## config.mk

```make
export PLATFORM = sky130hd
export DESIGN_NAME = lcd_nibble_expander_sequencer
export DESIGN_NICKNAME = d
export VERILOG_FILES = /design/src/rtl/core/lcdnx_pkg.sv /design/src/rtl/core/lcdnx_front.sv /design/src/rtl/core/lcdnx_queue.sv /design/src/rtl/core/lcdnx_back.sv /design/src/rtl/core/lcd_nibble_expander_sequencer.sv
export SDC_FILE = /design/constraint.sdc
export NUM_CORES = 1
export LEC_CHECK = 0
export ABC_AREA = 1
export BUFFER_PORTS_ARGS = -buffer_cell sky130_fd_sc_hd__buf_2
export CORE_MARGIN = 10
export CORE_UTILIZATION = 60
export DETAILED_ROUTE_END_ITERATION = 6
export PLACE_DENSITY = 0.82
export SETUP_SLACK_MARGIN = 0.05
export SLEW_MARGIN = 20
export SYNTH_ARGS = -nofsm -noshare
export SYNTH_HDL_FRONTEND = slang
export SYNTH_SLANG_ARGS = --single-unit
export TNS_END_PERCENT = 20
```

## constraint.sdc

```tcl
create_clock -name clk -period 6.25 [get_ports clk]
set_clock_uncertainty 0.1 [all_clocks]
set_input_delay 0.9375 -clock clk [delete_from_list [all_inputs] [get_ports clk]]
set_output_delay 0.9375 -clock clk [all_outputs]
set_load 0.02 [all_outputs]
```

## src/rtl/core/lcdnx_pkg.sv

```systemverilog
// lcdnx_pkg: shared types and constants for the nibble expander sequencer.
// No dependencies.

package lcdnx_pkg;

    localparam int WAIT_W = 16;
    localparam int OUT_WAIT_W = 17;
    localparam int PIN_W = 6;

    localparam logic [1:0] OP_DATA = 2'd0;
    localparam logic [1:0] OP_COMMAND = 2'd1;
    localparam logic [1:0] OP_CURSOR = 2'd2;
    localparam logic [1:0] OP_NIBBLE = 2'd3;

    localparam logic CFG_SHORT_WAIT = 1'b0;
    localparam logic CFG_COMMAND_WAIT = 1'b1;

    localparam logic [WAIT_W-1:0] SHORT_WAIT_RESET = 16'd300;
    localparam logic [WAIT_W-1:0] COMMAND_WAIT_RESET = 16'd3000;

    localparam logic [7:0] ROW1_OFFSET = 8'h40;
    localparam logic [7:0] ROW2_OFFSET = 8'h14;
    localparam logic [7:0] SET_DDRAM = 8'h80;

    localparam int PIN_E = 4;
    localparam int PIN_RS = 5;

    typedef enum logic [1:0] {
        EXTRA_NONE,
        EXTRA_SHORT,
        EXTRA_COMMAND
    } extra_t;

    typedef struct packed {
        logic       is_byte;
        logic       rs;
        logic [7:0] data;
        extra_t     extra;
    } cmd_t;

endpackage

```

## src/rtl/core/lcdnx_front.sv

```systemverilog
// lcdnx_front: accepts input transactions and turns them into byte/nibble jobs.
// Depends on lcdnx_pkg.

module lcdnx_front
    import lcdnx_pkg::*;
(
    input  logic        clk,
    input  logic        rst_n,
    input  logic        in_valid,
    output logic        in_ready,
    input  logic [1:0]  operation,
    input  logic [7:0]  value,
    input  logic [7:0]  column,
    input  logic [7:0]  row,
    output logic        push,
    input  logic        push_ready,
    output cmd_t        cmd
);

    logic valid_reg;
    logic valid_next;
    cmd_t cmd_reg;
    cmd_t cmd_next;
    logic [7:0] row_offset;

    assign in_ready = !valid_reg || push_ready;
    assign push = valid_reg;
    assign cmd = cmd_reg;

    always_comb
    begin
        if (row == 8'd1)
        begin
            row_offset = ROW1_OFFSET;
        end
        else if (row == 8'd2)
        begin
            row_offset = ROW2_OFFSET;
        end
        else
        begin
            row_offset = row;
        end
    end

    always_comb
    begin
        cmd_next = cmd_reg;
        unique case (operation)
            OP_DATA:
            begin
                cmd_next.is_byte = 1'b1;
                cmd_next.rs = 1'b1;
                cmd_next.data = value;
                cmd_next.extra = EXTRA_SHORT;
            end
            OP_COMMAND:
            begin
                cmd_next.is_byte = 1'b1;
                cmd_next.rs = 1'b0;
                cmd_next.data = value;
                cmd_next.extra = EXTRA_COMMAND;
            end
            OP_CURSOR:
            begin
                cmd_next.is_byte = 1'b1;
                cmd_next.rs = 1'b0;
                cmd_next.data = SET_DDRAM + row_offset + column;
                cmd_next.extra = EXTRA_COMMAND;
            end
            default:
            begin
                cmd_next.is_byte = 1'b0;
                cmd_next.rs = 1'b0;
                cmd_next.data = {4'd0, value[3:0]};
                cmd_next.extra = EXTRA_NONE;
            end
        endcase
    end

    always_comb
    begin
        valid_next = valid_reg;
        if (in_valid && in_ready)
        begin
            valid_next = 1'b1;
        end
        else if (push_ready)
        begin
            valid_next = 1'b0;
        end
    end

    always_ff @(posedge clk or negedge rst_n)
    begin
        if (!rst_n)
        begin
            valid_reg <= 1'b0;
        end
        else
        begin
            valid_reg <= valid_next;
        end
    end

    always_ff @(posedge clk)
    begin
        if (in_valid && in_ready)
        begin
            cmd_reg <= cmd_next;
        end
    end

endmodule

```

## src/rtl/core/lcdnx_queue.sv

```systemverilog
// lcdnx_queue: small job FIFO between front and back.
// Depends on lcdnx_pkg.

module lcdnx_queue
    import lcdnx_pkg::*;
#(
    parameter int DEPTH = 2
)
(
    input  logic clk,
    input  logic rst_n,
    input  logic push,
    output logic push_ready,
    input  cmd_t push_cmd,
    input  logic pop,
    output logic pop_valid,
    output cmd_t pop_cmd
);

    localparam int PTR_W = $clog2(DEPTH);
    localparam int CNT_W = $clog2(DEPTH + 1);
    localparam logic [PTR_W-1:0] PTR_LAST = PTR_W'(DEPTH - 1);
    localparam logic [CNT_W-1:0] CNT_FULL = CNT_W'(DEPTH);

    cmd_t             mem_reg [DEPTH];
    logic [PTR_W-1:0] wr_ptr_reg;
    logic [PTR_W-1:0] rd_ptr_reg;
    logic [CNT_W-1:0] count_reg;
    logic             do_push;
    logic             do_pop;

    assign push_ready = count_reg != CNT_FULL;
    assign pop_valid = count_reg != '0;
    assign pop_cmd = mem_reg[rd_ptr_reg];
    assign do_push = push && push_ready;
    assign do_pop = pop && pop_valid;

    always_ff @(posedge clk or negedge rst_n)
    begin
        if (!rst_n)
        begin
            wr_ptr_reg <= '0;
            rd_ptr_reg <= '0;
            count_reg <= '0;
        end
        else
        begin
            if (do_push)
            begin
                wr_ptr_reg <= (wr_ptr_reg == PTR_LAST) ? '0 : wr_ptr_reg + 1'b1;
            end
            if (do_pop)
            begin
                rd_ptr_reg <= (rd_ptr_reg == PTR_LAST) ? '0 : rd_ptr_reg + 1'b1;
            end
            if (do_push && !do_pop)
            begin
                count_reg <= count_reg + 1'b1;
            end
            else if (do_pop && !do_push)
            begin
                count_reg <= count_reg - 1'b1;
            end
        end
    end

    always_ff @(posedge clk)
    begin
        if (do_push)
        begin
            mem_reg[wr_ptr_reg] <= push_cmd;
        end
    end

endmodule

```

## src/rtl/core/lcdnx_back.sv

```systemverilog
// lcdnx_back: pin sequencer; walks RS, nibble and enable steps per job.
// Keeps the pin shadow and the output register. Depends on lcdnx_pkg.

module lcdnx_back
    import lcdnx_pkg::*;
(
    input  logic                  clk,
    input  logic                  rst_n,
    input  logic                  job_valid,
    output logic                  job_pop,
    input  cmd_t                  job,
    input  logic [WAIT_W-1:0]     short_wait,
    input  logic [WAIT_W-1:0]     command_wait,
    output logic                  out_valid,
    input  logic                  out_ready,
    output logic [PIN_W-1:0]      expander_byte,
    output logic [OUT_WAIT_W-1:0] wait_after,
    output logic                  last
);

    localparam logic [3:0] STEP_RS = 4'd0;
    localparam logic [3:0] STEP_HI_END = 4'd6;
    localparam logic [3:0] STEP_LO_FIRST = 4'd7;
    localparam logic [3:0] STEP_LAST = 4'd12;

    logic                  active_reg, active_next;
    logic [3:0]            step_reg, step_next;
    cmd_t                  cmd_reg, cmd_next;
    logic [PIN_W-1:0]      shadow_reg, shadow_next;
    logic                  out_valid_reg, out_valid_next;
    logic [OUT_WAIT_W-1:0] wait_reg, wait_next;
    logic                  last_reg, last_next;

    logic                  advance;
    logic [2:0]            sub;
    logic [3:0]            nib;
    logic [WAIT_W-1:0]     extra_wait;
    logic [PIN_W-1:0]      pins;
    logic [OUT_WAIT_W-1:0] step_wait;

    assign advance = active_reg && (!out_valid_reg || out_ready);
    assign out_valid = out_valid_reg;
    assign expander_byte = shadow_reg;
    assign wait_after = wait_reg;
    assign last = last_reg;

    always_comb
    begin
        case (cmd_reg.extra)
            EXTRA_SHORT:   extra_wait = short_wait;
            EXTRA_COMMAND: extra_wait = command_wait;
            default:       extra_wait = '0;
        endcase
    end

    always_comb
    begin
        if (step_reg <= STEP_HI_END)
        begin
            sub = 3'(step_reg - 4'd1);
            nib = cmd_reg.data[7:4];
        end
        else
        begin
            sub = 3'(step_reg - STEP_LO_FIRST);
            nib = cmd_reg.data[3:0];
        end
    end

    // D4..D7 sit on bits 3..0; E goes high then low at the end of a nibble.
    always_comb
    begin
        pins = shadow_reg;
        step_wait = '0;
        if (step_reg == STEP_RS)
        begin
            pins[PIN_RS] = cmd_reg.rs;
        end
        else
        begin
            unique case (sub)
                3'd0: pins[3] = nib[0];
                3'd1: pins[2] = nib[1];
                3'd2: pins[1] = nib[2];
                3'd3: pins[0] = nib[3];
                3'd4:
                begin
                    pins[PIN_E] = 1'b1;
                    step_wait = {1'b0, short_wait};
                end
                default:
                begin
                    pins[PIN_E] = 1'b0;
                    step_wait = {1'b0, short_wait} + {1'b0, extra_wait};
                end
            endcase
        end
    end

    always_comb
    begin
        active_next = active_reg;
        step_next = step_reg;
        cmd_next = cmd_reg;
        shadow_next = shadow_reg;
        out_valid_next = out_valid_reg;
        wait_next = wait_reg;
        last_next = last_reg;
        job_pop = 1'b0;

        if (out_ready)
        begin
            out_valid_next = 1'b0;
        end

        if (advance)
        begin
            shadow_next = pins;
            wait_next = step_wait;
            last_next = step_reg == STEP_LAST;
            out_valid_next = 1'b1;
            step_next = step_reg + 4'd1;
            if (step_reg == STEP_LAST)
            begin
                active_next = 1'b0;
            end
        end

        if ((!active_reg || (advance && step_reg == STEP_LAST)) && job_valid)
        begin
            job_pop = 1'b1;
            active_next = 1'b1;
            cmd_next = job;
            step_next = job.is_byte ? STEP_RS : STEP_LO_FIRST;
        end
    end

    always_ff @(posedge clk or negedge rst_n)
    begin
        if (!rst_n)
        begin
            active_reg <= 1'b0;
            step_reg <= STEP_RS;
            shadow_reg <= '0;
            out_valid_reg <= 1'b0;
            last_reg <= 1'b0;
        end
        else
        begin
            active_reg <= active_next;
            step_reg <= step_next;
            shadow_reg <= shadow_next;
            out_valid_reg <= out_valid_next;
            last_reg <= last_next;
        end
    end

    always_ff @(posedge clk)
    begin
        cmd_reg <= cmd_next;
        wait_reg <= wait_next;
    end

`ifndef NO_ASSERTIONS
    a_step_range: assert property (@(posedge clk) disable iff (!rst_n)
        active_reg |-> step_reg <= STEP_LAST)
        else $error("step counter out of range");

    a_last_e_low: assert property (@(posedge clk) disable iff (!rst_n)
        out_valid_reg && last_reg |-> !shadow_reg[PIN_E])
        else $error("final write leaves E high");

    a_e_high_wait: assert property (@(posedge clk) disable iff (!rst_n)
        advance && step_reg != STEP_RS && sub == 3'd4 |=>
            shadow_reg[PIN_E] && wait_reg == {1'b0, short_wait})
        else $error("E high write has wrong wait");

    a_pop_when_ready: assert property (@(posedge clk) disable iff (!rst_n)
        job_pop |=> active_reg && (step_reg == STEP_RS || step_reg == STEP_LO_FIRST))
        else $error("job load did not start sequence");
`endif

endmodule

```

## src/rtl/core/lcd_nibble_expander_sequencer.sv

```systemverilog
// lcd_nibble_expander_sequencer: top level of the 4-bit LCD port expander driver.
// Holds the wait registers; instantiates lcdnx_front, lcdnx_queue, lcdnx_back.
//
// Usage:
//   s_* carries one operation per transaction (data, command, cursor, raw nibble).
//   m_* carries one expander pin write per transaction with its wait count;
//   m_tlast marks the final write of an operation.
//   Byte operations produce 13 writes (RS, then two nibbles of D4..D7, E high,
//   E low); a raw nibble produces 6.
//   Throughput is set by the back-end sequencer, which emits one write per
//   cycle while m_tready is held.
//   From s_* acceptance a job passes the front register, the queue, the job
//   register and the output register. The front keeps accepting while the
//   queue has room, so a stalled m_* side fills the queue and then drops
//   s_tready; no write is lost. Reset clears the pin shadow to zero, empties
//   the queue and loads the wait registers with 300 and 3000. Registers are
//   written through cfg_* by the user only when idle; the block does not check.

module lcd_nibble_expander_sequencer
    import lcdnx_pkg::*;
#(
    parameter int QUEUE_DEPTH = 2
)
(
    input  logic                clk,
    input  logic                rst_n,
    input  logic                s_tvalid,
    output logic                s_tready,
    input  logic [31:0]         s_tdata,   // operation, value, column, row
    output logic                m_tvalid,
    input  logic                m_tready,
    output logic [23:0]         m_tdata,   // expander_byte, wait_after
    output logic                m_tlast,
    input  logic                cfg_we,
    input  logic                cfg_index,
    input  logic [WAIT_W-1:0]   cfg_data
);

    logic [WAIT_W-1:0]     short_wait_reg;
    logic [WAIT_W-1:0]     command_wait_reg;
    logic                  push;
    logic                  push_ready;
    cmd_t                  push_cmd;
    logic                  pop;
    logic                  pop_valid;
    cmd_t                  pop_cmd;
    logic [PIN_W-1:0]      expander_byte;
    logic [OUT_WAIT_W-1:0] wait_after;

    always_ff @(posedge clk or negedge rst_n)
    begin
        if (!rst_n)
        begin
            short_wait_reg <= SHORT_WAIT_RESET;
            command_wait_reg <= COMMAND_WAIT_RESET;
        end
        else if (cfg_we)
        begin
            if (cfg_index == CFG_SHORT_WAIT)
            begin
                short_wait_reg <= cfg_data;
            end
            else
            begin
                command_wait_reg <= cfg_data;
            end
        end
    end

    lcdnx_front u_front (
        .clk        (clk),
        .rst_n      (rst_n),
        .in_valid   (s_tvalid),
        .in_ready   (s_tready),
        .operation  (s_tdata[1:0]),
        .value      (s_tdata[9:2]),
        .column     (s_tdata[17:10]),
        .row        (s_tdata[25:18]),
        .push       (push),
        .push_ready (push_ready),
        .cmd        (push_cmd)
    );

    lcdnx_queue #(
        .DEPTH (QUEUE_DEPTH)
    ) u_queue (
        .clk        (clk),
        .rst_n      (rst_n),
        .push       (push),
        .push_ready (push_ready),
        .push_cmd   (push_cmd),
        .pop        (pop),
        .pop_valid  (pop_valid),
        .pop_cmd    (pop_cmd)
    );

    lcdnx_back u_back (
        .clk           (clk),
        .rst_n         (rst_n),
        .job_valid     (pop_valid),
        .job_pop       (pop),
        .job           (pop_cmd),
        .short_wait    (short_wait_reg),
        .command_wait  (command_wait_reg),
        .out_valid     (m_tvalid),
        .out_ready     (m_tready),
        .expander_byte (expander_byte),
        .wait_after    (wait_after),
        .last          (m_tlast)
    );

    assign m_tdata = {1'b0, wait_after, expander_byte};

endmodule
```

; ---- Yosys cells after proc, flatten, opt, wreduce, memory -nomap -nowiden
; Memories as Yosys holds them, arrays and structs flattened.
; Index checks and enable logic that the tools add are counted.
[totals]
inputBits = 54
memories = 1
out_inout_bits = 27
reg_bits = 90
ramBits = 24
[op_classes]
n_mux = 25
reduce_logical = 35
bitwise_logic = 3
n_eq_ne = 12
n_addsub = 10
magnitude_cmp = 1
[memory_table]
columns = name, depth, word_bits, read_ports, rd_clocked_by_memory_dff, wr, line
row1 = u_queue.mem_reg, 2, 12, 1, 0, 1, lcdnx_queue.sv:25  ; cmd_t mem_reg [DEPTH];
[ops]
columns = operator, n
row1 = case mux 12 bit (3 select lines), 1
row2 = case mux 17 bit (2 select lines), 1
row3 = case mux 16 bit (2 select lines), 1
row4 = adder 16 x 16 -> 17 bit, 1
row5 = 2-to-1 mux 8 bit, 2
row6 = AND reduction 3 bit, 5
row7 = 2-to-1 mux 1 bit, 12
row8 = 2-to-1 mux 4 bit, 3
row9 = nonzero test 2 bit, 6
row10 = adder 8 bit, 1
row11 = adder 8 bit (first input constant), 1
row12 = equality test 8 x 1 -> 1 bit (second input constant), 1
row13 = equality test 8 x 2 -> 1 bit (second input constant), 1
row14 = logical AND 1 bit, 8
row15 = AND reduction 2 bit, 4
row16 = equality test 3 x 2 -> 1 bit (second input constant), 2
row17 = 2-to-1 mux 3 bit, 2
row18 = zero test 1 bit, 5
row19 = adder 4 x 1 -> 4 bit (second input constant), 1
row20 = equality test 2 x 1 -> 1 bit (second input constant), 2
row21 = equality test 2 bit (second input constant), 2
row22 = equality test 4 bit (second input constant), 1
row23 = <= comparator 4 x 3 -> 1 bit (second input constant), 1
row24 = zero test 4 bit, 1
row25 = other kinds (15), 21

; ---- Longest topological paths before layout
; Gate-level depths: netlist (run 1).
[depth]
depth_word = 11
ltp_mapped = 18

; ---- Cells and area by module
; From an unflattened synthesis (run 1), not the netlist that was laid out.
[hier_totals]
cells_unflattened = 803
hier_area_um2 = 6701.4
[by_module_without_submodules]
columns = mod, area_per_inst_um2, cells_each, n_inst
row1 = lcdnx_back, 3165.5, 429, 1
row2 = lcd_nibble_expander_sequencer, 1345.0, 142, 1
row3 = lcdnx_queue, 1119.8, 91, 1
row4 = lcdnx_front, 1071.0, 141, 1

; ---- Worst setup path after synthesis (run 1)
; No wires, ideal clock.
[synth_path]
path_type = in2reg
start = input port s_tdata[21]
end = register u_front.cmd_reg, in the netlist u_front.cmd[9], data pin
setup_time_ns = 0.253
cell_stages = 15
n_path_buf = 0
path_slack_ns = 3.002
required_ns = 5.897
arrival_ns = 2.895
cell_sequence = nor2_1 inv_1 nor4_1 nor2_1 ha_1 ha_1 fa_1 nand3_1 nand3_1 nand2_1 nand2_1 a21oi_1 nand2_1 nand3_1 nand2_1
[synth_lines]
columns = item, line
row1 = start: declaration, lcd_nibble_expander_sequencer.sv:29  ; input logic [31:0] s_tdata,
row2 = end signal: assignment, lcdnx_front.sv:110  ; cmd_reg <= cmd_next;
row3 = end: declaration, lcdnx_front.sv:22  ; cmd_t cmd_reg;

==> flow_metrics.env, run 1 <==
export IMPL_status="finished, final reports clean"
export IMPL_tightest_slew_ns=0.953
export IMPL_clkSinkCount=110
export IMPL_yosys_warnings=0
export IMPL_crit_start="s_tdata[21]"
export IMPL_track_usage_pct=18.0
export IMPL_place_congestion=0.894
export IMPL_portBuffers=73
export IMPL_grt_setup_unrepaired="no"
export IMPL_met1_usage_pct=24.8
export IMPL_period_needed_ns=3.27
export IMPL_synth_distinct_cells=40
export IMPL_synthToLayoutAreaGrowth_pct=10.1
export IMPL_core_area_um2=10200
export IMPL_num_vias=4855
export IMPL_htree_levels=3
export IMPL_slew_headroom_pct=36.2
export IMPL_max_freq_mhz=306
export IMPL_finalNonFillerCells=933
export IMPL_fin_crit_sh_pct=52.3
export IMPL_synth_seq_cells=110
export IMPL_cts_tree="built"
export IMPL_yosys_area_share_simple_pct=24.3
export IMPL_cts_hold_buf=0
export IMPL_yosysSeqAreaShare_pct=49.0
export IMPL_synth_adder_area_share_pct=8.84
export IMPL_cp_max_fo=3
export IMPL_dpl_hpwl_um=10200
export IMPL_synth_xor_area_share_pct=1.82
export IMPL_routedWlPerCell_um=14.1
export IMPL_setup_worst_path_class="input port to flip-flop"
export IMPL_final_antenna_net_count=0
export IMPL_cts_root_buf="clkbuf_8"
export IMPL_n_antenna_cell=0
export IMPL_start_kind="input port"
export IMPL_grt_max_degree=51
export IMPL_row_count=37
export IMPL_crit_path_end_kind="flip-flop"
export IMPL_worstHoldPathType="flip-flop to flip-flop"
export IMPL_hp_start="u_front.cmd[11]$_DFFE_PP_"
export IMPL_drt_first_pass_iters=5
export IMPL_intPower_w=0.00165
export IMPL_syn_area_um2=6250
export IMPL_grt_overflow_total=0
export IMPL_grt_pass1_wl_um=21900
export IMPL_antenna_found_initial=0
export IMPL_grt_busiest_layer="met2"
export IMPL_p_comb_share_pct=44.7
export IMPL_grt_util_met3_pct=4.53
export IMPL_rr_startpoint="u_back.step_reg[0]$_DFFE_PN0P_"
export IMPL_die_y_um=122
export IMPL_fin_nets=889
export IMPL_placed_cells=917
export IMPL_synth_area_mux_share_pct=0
export IMPL_drive_gt1_share_pct=17.2
export IMPL_crit_required_ns=6.30
export IMPL_finalSetupViolCount=0
export IMPL_whs_ns=0.354
export IMPL_syn_inst=729
export IMPL_postCtsSetupBuffers=0
export IMPL_clkPwrFrac_pct=14.7
export IMPL_p_sw_share_pct=43.6
export IMPL_cts_buffer_depth=2
export IMPL_syn_avg_cell_area_um2=8.58
export IMPL_clk_latency_ns=0.38
export IMPL_cap_viol_max_count=0
export IMPL_synth_top_family_by_area="simple AND/OR/NAND/NOR gates"
export IMPL_cts_resized_gates=0
export IMPL_start_util_pct=61.1
export IMPL_drt_iter0_markers=327
export IMPL_peakVddDrop_uv=172
export IMPL_die_x_um=122
export IMPL_utilization_pct=67.3
export IMPL_synth_compound_area_share_pct=8.26
export IMPL_io_pins=81
export IMPL_wirelength_um=13200
export IMPL_use_met2_pct=27.6
export IMPL_maxSlewViolCount=0
export IMPL_viasPerCell=5.20
export IMPL_finalHoldViolCount=0
export IMPL_seq_power_share_pct=40.6
export IMPL_power_density_nw_per_um2=425
export IMPL_p_leak_nw=3.40
export IMPL_clkTransAtPathRegs_ns=0.12
export IMPL_tns_ns=0
export IMPL_syn_nets=826
export IMPL_design_die_area_um2=14900
export IMPL_largest_register_ffs=22
export IMPL_arrival_ns=3.32
export IMPL_drc=0
export IMPL_grt_pass1_vias=4625
export IMPL_switching_power_w=0.00128
export IMPL_cts_buffers=9
## placed cells by master, fill, tap and decap left out, types with 11 or more instances in the layout
| master | netlist | layout |
|---|---|---|
| dfrtp_1 | 39 | 39 |
| nand2_1 | 241 | 241 |
| buf_2 | 1 | 72 |
| xor2_1 | 11 | 11 |
| a21oi_1 | 34 | 34 |
| edfxtp_1 | 60 | 60 |
| nor2_1 | 34 | 34 |
| ha_1 | 41 | 41 |
| nand3_1 | 31 | 31 |
| nand2_2 | 11 | 11 |
| o21ai_0 | 51 | 51 |
| inv_1 | 93 | 93 |
| dfstp_2 | 11 | 11 |
## synth_stat cells
cell type | n | area [um2]
nor2_2 | 1 | 6.26
buf_4 | 2 | 15.0
and2_1 | 3 | 18.8
nor2_8 | 1 | 20.0
nand2_1 | 241 | 905
o21ai_2 | 1 | 8.76
xor2_1 | 11 | 96.3
nand2_4 | 1 | 11.3
or2_2 | 3 | 18.8
nand4_1 | 5 | 31.3
a21oi_1 | 34 | 170
nand3b_1 | 3 | 22.5
buf_12 | 1 | 20.0
inv_4 | 1 | 6.26
nor4_1 | 2 | 12.5
dfrtp_1 | 39 | 976
conb_1 | 1 | 3.75
buf_2 | 1 | 5.00
a22o_1 | 1 | 8.76
nand3b_4 | 1 | 20.0
xnor2_1 | 2 | 17.5
o22ai_1 | 1 | 6.26
clkbuf_1 | 15 | 56.3
nor2_1 | 34 | 128
buf_6 | 1 | 11.3
fa_1 | 2 | 40.0
buf_1 | 1 | 3.75
nand3_4 | 2 | 35.0
edfxtp_1 | 60 | 1800
a31oi_1 | 1 | 6.26
ha_1 | 41 | 513
dfstp_2 | 11 | 289
a21oi_2 | 7 | 61.3
nor3_1 | 4 | 20.0
nand2_2 | 11 | 68.8
o21ai_0 | 51 | 255
inv_2 | 3 | 11.3
inv_1 | 93 | 349
nand3_1 | 31 | 155
nand3_2 | 5 | 50.1
## per-layer routing
| metal | share of wire (%) | up-vias |
|---|---|---|
| met5 | 0 | - |
| met4 | 1.2 | 0 |
| met3 | 8.6 | 14 |
| met2 | 45 | 181 |
| met1 | 46 | 2187 |
| li1 | - | 2473 |
## path summary, 6_finish.rpt
kind	to	slack, ns	depth (start not counted)
worst max register to register	u_back.wait_after[6]$_SDFFCE_PP0P_	3.09	15
worst min-delay path	u_queue.mem_reg[0][11]$_DFFE_PP_	0.35	0
worst max-delay path	u_front.cmd[9]$_DFFE_PP_	2.98	16
max in group asynchronous	u_queue.count_reg[0]$_DFFE_PN0P_	5.16	1
worst min register to register	u_queue.mem_reg[0][11]$_DFFE_PP_	0.35	0
min in group asynchronous	u_back.expander_byte[2]$_DFFE_PN0P_	0.45	1
## cells by family after synthesis
group	after synthesis
buffers and inverters	118
DFF	110
adders and majority gates	43
AOI/OAI and AO/OA	96
and+or+nand+nor	348
xor gates and xnor gates	13
other	1
## area by class of cell
cell class              count  area, um2
repair buffers             73        368
multi-input cells         501       2710
fillers                   818       3350
clock inverters             7       80.1
clock buffers               9        124
well taps                 136        170
inverters                  97        367
flip-flops and latches    110       3070
## power by group through the flow
| stage | sequential [W] | clock [W] | combinational (W) |
|---|---|---|---|
| floorplan | 0.00126 | 0 | 0.000952 |
| global placement | 0.00119 | 0 | 0.00126 |
| detailed placement | 0.00120 | 0 | 0.00130 |
| CTS | 0.00119 | 0.000431 | 0.00131 |
| global route | 0.00121 | 0.000463 | 0.00147 |
| finish | 0.00119 | 0.000430 | 0.00131 |
## worst max-delay path: stages
cell and delay, ns:
buf_2 0.11, nor2_1 0.09, inv_1 0.06, nor4_1 0.36
nor2_1 0.11, ha_1 0.29, ha_1 0.23, fa_1 0.41
nand3_1 0.09, nand3_1 0.09, nand2_1 0.10, nand2_1 0.06
a21oi_1 0.15, nand2_1 0.07, nand3_1 0.09, nand2_1 0.07
## metrics by stage
stage          worst slack [ns]  area (um2)  total power, W
4_1_cts                    2.97        6880         0.00293
5_1_grt                    2.72        6890         0.00314
2_1_floorplan              3.00        6250         0.00221
3_3_place_gp               2.69        6680         0.00245
3_5_place_dp               2.56        6680         0.00251
6_report                   2.98        6890         0.00292
Note: power is estimated with default switching activity, not from simulation.
==> inputs of run 2 (changes only) <==
CORE_UTILIZATION = 58   (was 60)
PLACE_DENSITY = 0.8   (was 0.82)
clock period = 3.15 ns   (was 6.25 ns; I/O delays follow)
==> run 2 against run 1 <==
  * The run now ends with hold timing left
  * Final area rose by 0.58%
  * Routed wire length is 1.1% higher
  * Cell count is 0.43% higher
  * Count of clock-buffer cells in the layout is the same
  * Die area is 2.9% higher
  * Worst setup slack worse by 2.7 ns
  * Register-to-register slack worse by 2.8 ns
  * Sequential power increased by 97%
  * Combinational power up 100%
  * Sequential share of layout area is 0.24 points lower
  * Critical path type is now flip-flop to flip-flop
  * Largest cell class unchanged
==> flow_metrics.env, run 2 (synthesis results as in run 1) <==
export IMPL_status="finished with violations"
export IMPL_failed_checks="hold timing"
export IMPL_intPower_w=0.00332
export IMPL_crit_path_end_kind="flip-flop"
export IMPL_cts_root_buf="clkbuf_8"
export IMPL_p_leak_nw=3.41
export IMPL_layout_commonest_cell="nand2_1"
export IMPL_stdcell_area_um2=6930
export IMPL_arrival_ns=2.97
export IMPL_seq_power_share_pct=40.1
export IMPL_track_usage_pct=18.0
export IMPL_clk_latency_ns=0.38
export IMPL_cp_max_fo=12
export IMPL_routedWlPerCell_um=14.2
export IMPL_layout_common_cells="nand2_1, inv_1, buf_2, edfxtp_1, o21ai_0"
export IMPL_period_needed_ns=2.84
export IMPL_dpl_instance_area_um2=6710
export IMPL_grt_overflow_total=0
export IMPL_p_comb_share_pct=45.4
export IMPL_setup_ws_ns=0.312
export IMPL_drt_iter0_markers=366
export IMPL_switching_power_w=0.00254
export IMPL_tightest_slew_ns=0.943
export IMPL_cap_viol_max_count=0
export IMPL_start_util_pct=60.0
export IMPL_crit_required_ns=3.29
export IMPL_setup_worst_path_class="flip-flop to flip-flop"
export IMPL_io_pins=81
export IMPL_power_density_nw_per_um2=846
export IMPL_max_freq_mhz=352
export IMPL_fin_nets=893
export IMPL_antenna_found_initial=0
export IMPL_viasPerCell=5.21
export IMPL_slew_headroom_pct=36.9
export IMPL_finalNonFillerCells=937
export IMPL_core_area_um2=10400
export IMPL_cts_buffers=9
export IMPL_start_kind="flip-flop"
export IMPL_cts_tree="built"
export IMPL_clkTransAtPathRegs_ns=0.11
export IMPL_row_count=37
export IMPL_fillers=864
export IMPL_cts_buffer_depth=2
export IMPL_largest_register_ffs=22
export IMPL_placed_cells=921
export IMPL_final_antenna_net_count=0
export IMPL_grt_max_degree=51
export IMPL_p_sw_share_pct=43.4
export IMPL_worstHoldPathType="input port to async pin"
export IMPL_place_congestion=0.907
export IMPL_die_x_um=124
export IMPL_grt_pass1_wl_um=22100
export IMPL_cts_hold_buf=0
export IMPL_drive_gt1_share_pct=18.1
export IMPL_portBuffers=73
export IMPL_dpl_hpwl_um=10400
export IMPL_dp_slack_ns=-0.0557
export IMPL_n_antenna_cell=0
export IMPL_fin_crit_sh_pct=90.1
export IMPL_postCtsSetupBuffers=0
export IMPL_drt_first_pass_iters=5
export IMPL_peakVddDrop_uv=458
export IMPL_clkSinkCount=110
export IMPL_die_y_um=124
export IMPL_finalSetupViolCount=0
export IMPL_wirelength_um=13300
export IMPL_grt_setup_unrepaired="no"
export IMPL_synthToLayoutAreaGrowth_pct=10.7
export IMPL_maxSlewViolCount=0
export IMPL_whs_ns=-0.0101
export IMPL_clkPwrFrac_pct=14.4
export IMPL_num_vias=4886
export IMPL_drc=0
export IMPL_finalHoldViolCount=9
export IMPL_grt_pass1_vias=4803
export IMPL_design_die_area_um2=15300
export IMPL_htree_levels=3
export IMPL_tns_ns=0
==> run 2: cell types whose count changed in the layout (fill, tap and decap cells not counted), sizes merged <==
cell	previous run	this run
buf	73	77
==> run 2: what timing repair did <==
action / CTS / global route
gates resized for setup: 0 / 6
setup endpoints to repair: 0 / 9
endpoints found under the hold margin: 0 / 0
==> run 2: cell type report <==
cell class / count / area, um2 / area share (%)
Clock buffer: 9 / 124 / 1.79
Clock inverter: 7 / 77.6 / 1.12
Inverter: 97 / 367 / 5.29
Multi-Input combinational cell: 501 / 2720 / 39.3
Sequential cell: 110 / 3070 / 44.3
Tap cell: 136 / 170 / 2.46
Timing Repair Buffer: 77 / 398 / 5.75
==> run 2: final timing paths <==
| path | startpoint | endpoint | slack [ns] | depth (start not counted) |
|---|---|---|---|---|
| worst min register to register | u_front.cmd[7]$_DFFE_PP_ | u_queue.mem_reg[0][7]$_DFFE_PP_ | 0.36 | 0 |
| min in group clk | cfg_data[5] | command_wait_reg[5]$_DFFE_PN1P_ | 0.21 | 3 |
| worst max-delay path | u_back.step_reg[1]$_DFFE_PN0P_ | u_back.wait_after[13]$_SDFFCE_PP0P_ | 0.31 | 15 |
| worst max register to register | u_back.step_reg[1]$_DFFE_PN0P_ | u_back.wait_after[13]$_SDFFCE_PP0P_ | 0.31 | 15 |
| worst min-delay path | rst_n | short_wait_reg[10]$_DFFE_PN0P_ | -0.01 | 1 |
| max in group asynchronous | rst_n | u_back.step_reg[1]$_DFFE_PN0P_ | 2.49 | 1 |
==> run 2: critical path: stages (launching register included) <==
cell,delay (ns)
dfrtp_2,0.49
ha_1,0.20
inv_1,0.08
nand3_4,0.07
nand2_1,0.15
inv_1,0.11
ha_1,0.33
nand2_2,0.10
inv_4,0.05
nor2_2,0.11
nand3b_4,0.16
nand2_4,0.09
nor2_8,0.26
buf_4,0.19
nand3_1,0.07
a21oi_1,0.12
==> run 2: per-layer routing <==
metal  track usage [%]  up-vias  share of wire [%]
met5                 0        -                  0
met4              6.19        0                1.5
met3              4.03       17                8.0
met2              27.7      167                 44
met1              24.5     2217                 46
li1                  -     2485                  -
==> run 2: power groups by stage <==
stage	clock [W]	combinational (W)	sequential (W)
floorplan	0	0.00189	0.00250
global placement	0	0.00255	0.00236
detailed placement	0	0.00265	0.00238
CTS	0.000857	0.00266	0.00235
global route	0.000916	0.00299	0.00240
finish	0.000846	0.00266	0.00235
==> run 2: metrics by stage <==
| step | util (%) | power (W) |
|---|---|---|
| after CTS | 66.3 | 0.00587 |
| after floorplan | - | 0.00439 |
| after detailed placement | 64.4 | 0.00503 |
| after global placement | 64.4 | 0.00491 |
| after global routing | 66.5 | 0.00631 |
| final | 66.5 | 0.00586 |
==> inputs of run 3 (changes only) <==
CORE_ASPECT_RATIO = 1.4   (was not set)
==> run 3 against run 2 <==
  * The run now ends clean
  * Global-route usage shrank 1.0 points
  * Worst setup slack improved by 0.0047 ns
  * Fmax up 0.17%
  * Core utilization is 1.1 points higher
  * Largest power group unchanged
  * Sequential power hardly changed
  * First-iteration DRC count down 44%
  * Critical endpoint is now u_front.cmd[9]$_DFFE_PP_
  * Count of clock-buffer cells in the layout unchanged
  * Routed wire length down 4.6%
  * Total power is 6.7% higher
  * Register-to-register slack about the same
==> flow_metrics.env, run 3 (synthesis results as in run 1) <==
export IMPL_status="finished, final reports clean"
export IMPL_layout_commonest_cell="nand2_1"
export IMPL_routedWlPerCell_um=13.5
export IMPL_finalPower_w=0.00625
export IMPL_synthToLayoutAreaGrowth_pct=13.1
export IMPL_start_util_pct=59.8
export IMPL_dpl_instance_area_um2=6710
export IMPL_cts_tree="built"
export IMPL_start_kind="input port"
export IMPL_tightest_slew_ns=0.968
export IMPL_die_x_um=108
export IMPL_largest_register_ffs=22
export IMPL_regArea_um2=3070
export IMPL_finalHoldViolCount=0
export IMPL_holdPathStages=3
export IMPL_grt_setup_unrepaired="no"
export IMPL_portBuffers=73
export IMPL_cts_root_buf="clkbuf_16"
export IMPL_grt_pass1_wl_um=21400
export IMPL_drc=0
export IMPL_crit_chain="buf_2 > nor2_1 > inv_1 > nor4_1 > nor2_1 > ha_1 > ha_1 > fa_1 > nand3_1 > nand3_1 > nand2_1 > nand2_1 > a21oi_1 > nand2_1 > nand3_1 > nand2_1"
export IMPL_fillers=836
export IMPL_clk_latency_ns=0.35
export IMPL_r2r_end="u_back.wait_after[9]$_SDFFCE_PP0P_"
export IMPL_num_vias=4781
export IMPL_fin_nets=895
export IMPL_multiInputGateArea_um2=2710
export IMPL_ff2ff_path_depth=16
export IMPL_cts_buffers=9
export IMPL_tns_ns=0
export IMPL_max_freq_mhz=353
export IMPL_period_needed_ns=2.83
export IMPL_clkTransAtPathRegs_ns=0.07
export IMPL_crit_required_ns=3.16
export IMPL_viasPerCell=5.08
export IMPL_worstHoldPathType="input port to flip-flop"
export IMPL_grt_max_degree=37
export IMPL_n_antenna_cell=0
export IMPL_cap_viol_max_count=0
export IMPL_fin_crit_sh_pct=90.0
export IMPL_drt_iter0_markers=204
export IMPL_cts_buffer_depth=2
export IMPL_maxSlewViolCount=0
export IMPL_p_leak_nw=3.49
export IMPL_dpl_hpwl_um=9850
export IMPL_crit_path_end_kind="flip-flop"
export IMPL_final_antenna_net_count=0
export IMPL_slowest_delay_ns=0.41
export IMPL_io_pins=81
export IMPL_grt_pass1_vias=4744
export IMPL_top_layer="met4"
export IMPL_wirelength_um=12700
export IMPL_critPathSlowestCell="fa_1"
export IMPL_drt_first_pass_iters=5
export IMPL_crit_top_cell="nand2_1"
export IMPL_core_area_um2=10500
export IMPL_grt_overflow_total=0
export IMPL_wl_met1_um=5630
export IMPL_row_count=44
export IMPL_place_congestion=0.933
export IMPL_finalSetupViolCount=0
export IMPL_setup_worst_path_class="input port to flip-flop"
export IMPL_cp_max_fo=3
export IMPL_wl_met3_um=854
export IMPL_stdcell_area_um2=7070
export IMPL_power_density_nw_per_um2=883
export IMPL_die_y_um=143
export IMPL_rrSetupSlack_ns=0.32
export IMPL_wl_met2_um=5990
export IMPL_peakVddDrop_uv=485
export IMPL_htree_levels=3
export IMPL_layout_common_cells="nand2_1, inv_1, buf_2, edfxtp_1, o21ai_0"
export IMPL_holdPathEnd="u_front.push$_DFFE_PN0P_"
export IMPL_utilization_pct=67.6
export IMPL_drive_gt1_share_pct=17.8
export IMPL_design_die_area_um2=15400
export IMPL_slew_headroom_pct=35.2
export IMPL_rr_startpoint="u_back.step_reg[0]$_DFFE_PN0P_"
export IMPL_antenna_found_initial=0
export IMPL_clkSinkCount=110
export IMPL_hp_start="s_tvalid"
export IMPL_arrival_ns=2.84
export IMPL_track_usage_pct=17.0
==> run 3: timing repair <==
item / in CTS / in global routing
hold buffers: 1 / 0
endpoints found under the setup margin: 0 / 12
resized for setup: 0 / 1
buffers inserted: 0 / 1
endpoints found under the hold margin: 14 / 0
==> run 3: critical path: cells and delay by family <==
family,cells,cell delay [ns]
and+or+nand+nor,10,1.10
adders and majority gates,3,0.93
AOI/OAI and AO/OA,1,0.17
buffers and inverters,2,0.17
==> run 3: worst max path at each step <==
| stage | start | to | slack (ns) | cells past startpoint |
|---|---|---|---|---|
| final | s_tdata[21] | u_front.cmd[9]$_DFFE_PP_ | 0.32 | 16 |
| after global routing | s_tdata[21] | u_front.cmd[9]$_DFFE_PP_ | 0.05 | 16 |
| after CTS | u_back.step_reg[0]$_DFFE_PN0P_ | u_back.wait_after[2]$_SDFFCE_PP0P_ | 0.14 | 15 |
| after detailed placement | s_tdata[21] | u_front.cmd[9]$_DFFE_PP_ | 0.008 | 16 |
| after global placement | s_tdata[21] | u_front.cmd[9]$_DFFE_PP_ | 0.09 | 16 |
| after floorplan | s_tdata[21] | u_front.cmd[9]$_DFFE_PP_ | 0.37 | 15 |
==> run 3: metrics by stage <==
step / worst slack (ns) / instances / hold WS [ns]
finish: 0.316 / 941 / 0.243
global route: 0.0540 / 941 / 0.256
CTS: 0.139 / 940 / 0.237
detailed placement: 0.00775 / 923 / 0.313
global placement: 0.0874 / 923 / 0.311
floorplan: 0.367 / 729 / 0.0769
==> run 3: where the power goes <==
group	internal [W]	switching (W)	leakage, nW	total (W)
Sequential	0.00213	0.000244	1.17	0.00237
Combinational	0.000930	0.00172	2.16	0.00265
Clock	0.000709	0.000521	0.160	0.00123
Total	0.00377	0.00248	3.49	0.00625
==> run 3: cell type report <==
class,instances,area share (%)
multi-input combinational,501,38.3
timing repair buffer,79,6.02
clock buffer,9,3.18
tap,138,2.44
inverter,97,5.18
clock inverter,7,1.47
sequential,110,43.4
==> run 3: routing by layer <==
metal | global-route usage, % | vias to the layer above
li1 | - | 2480
met1 | 21.9 | 2146
met2 | 27.2 | 138
met3 | 4.23 | 17
met4 | 5.64 | 0
met5 | 0 | -
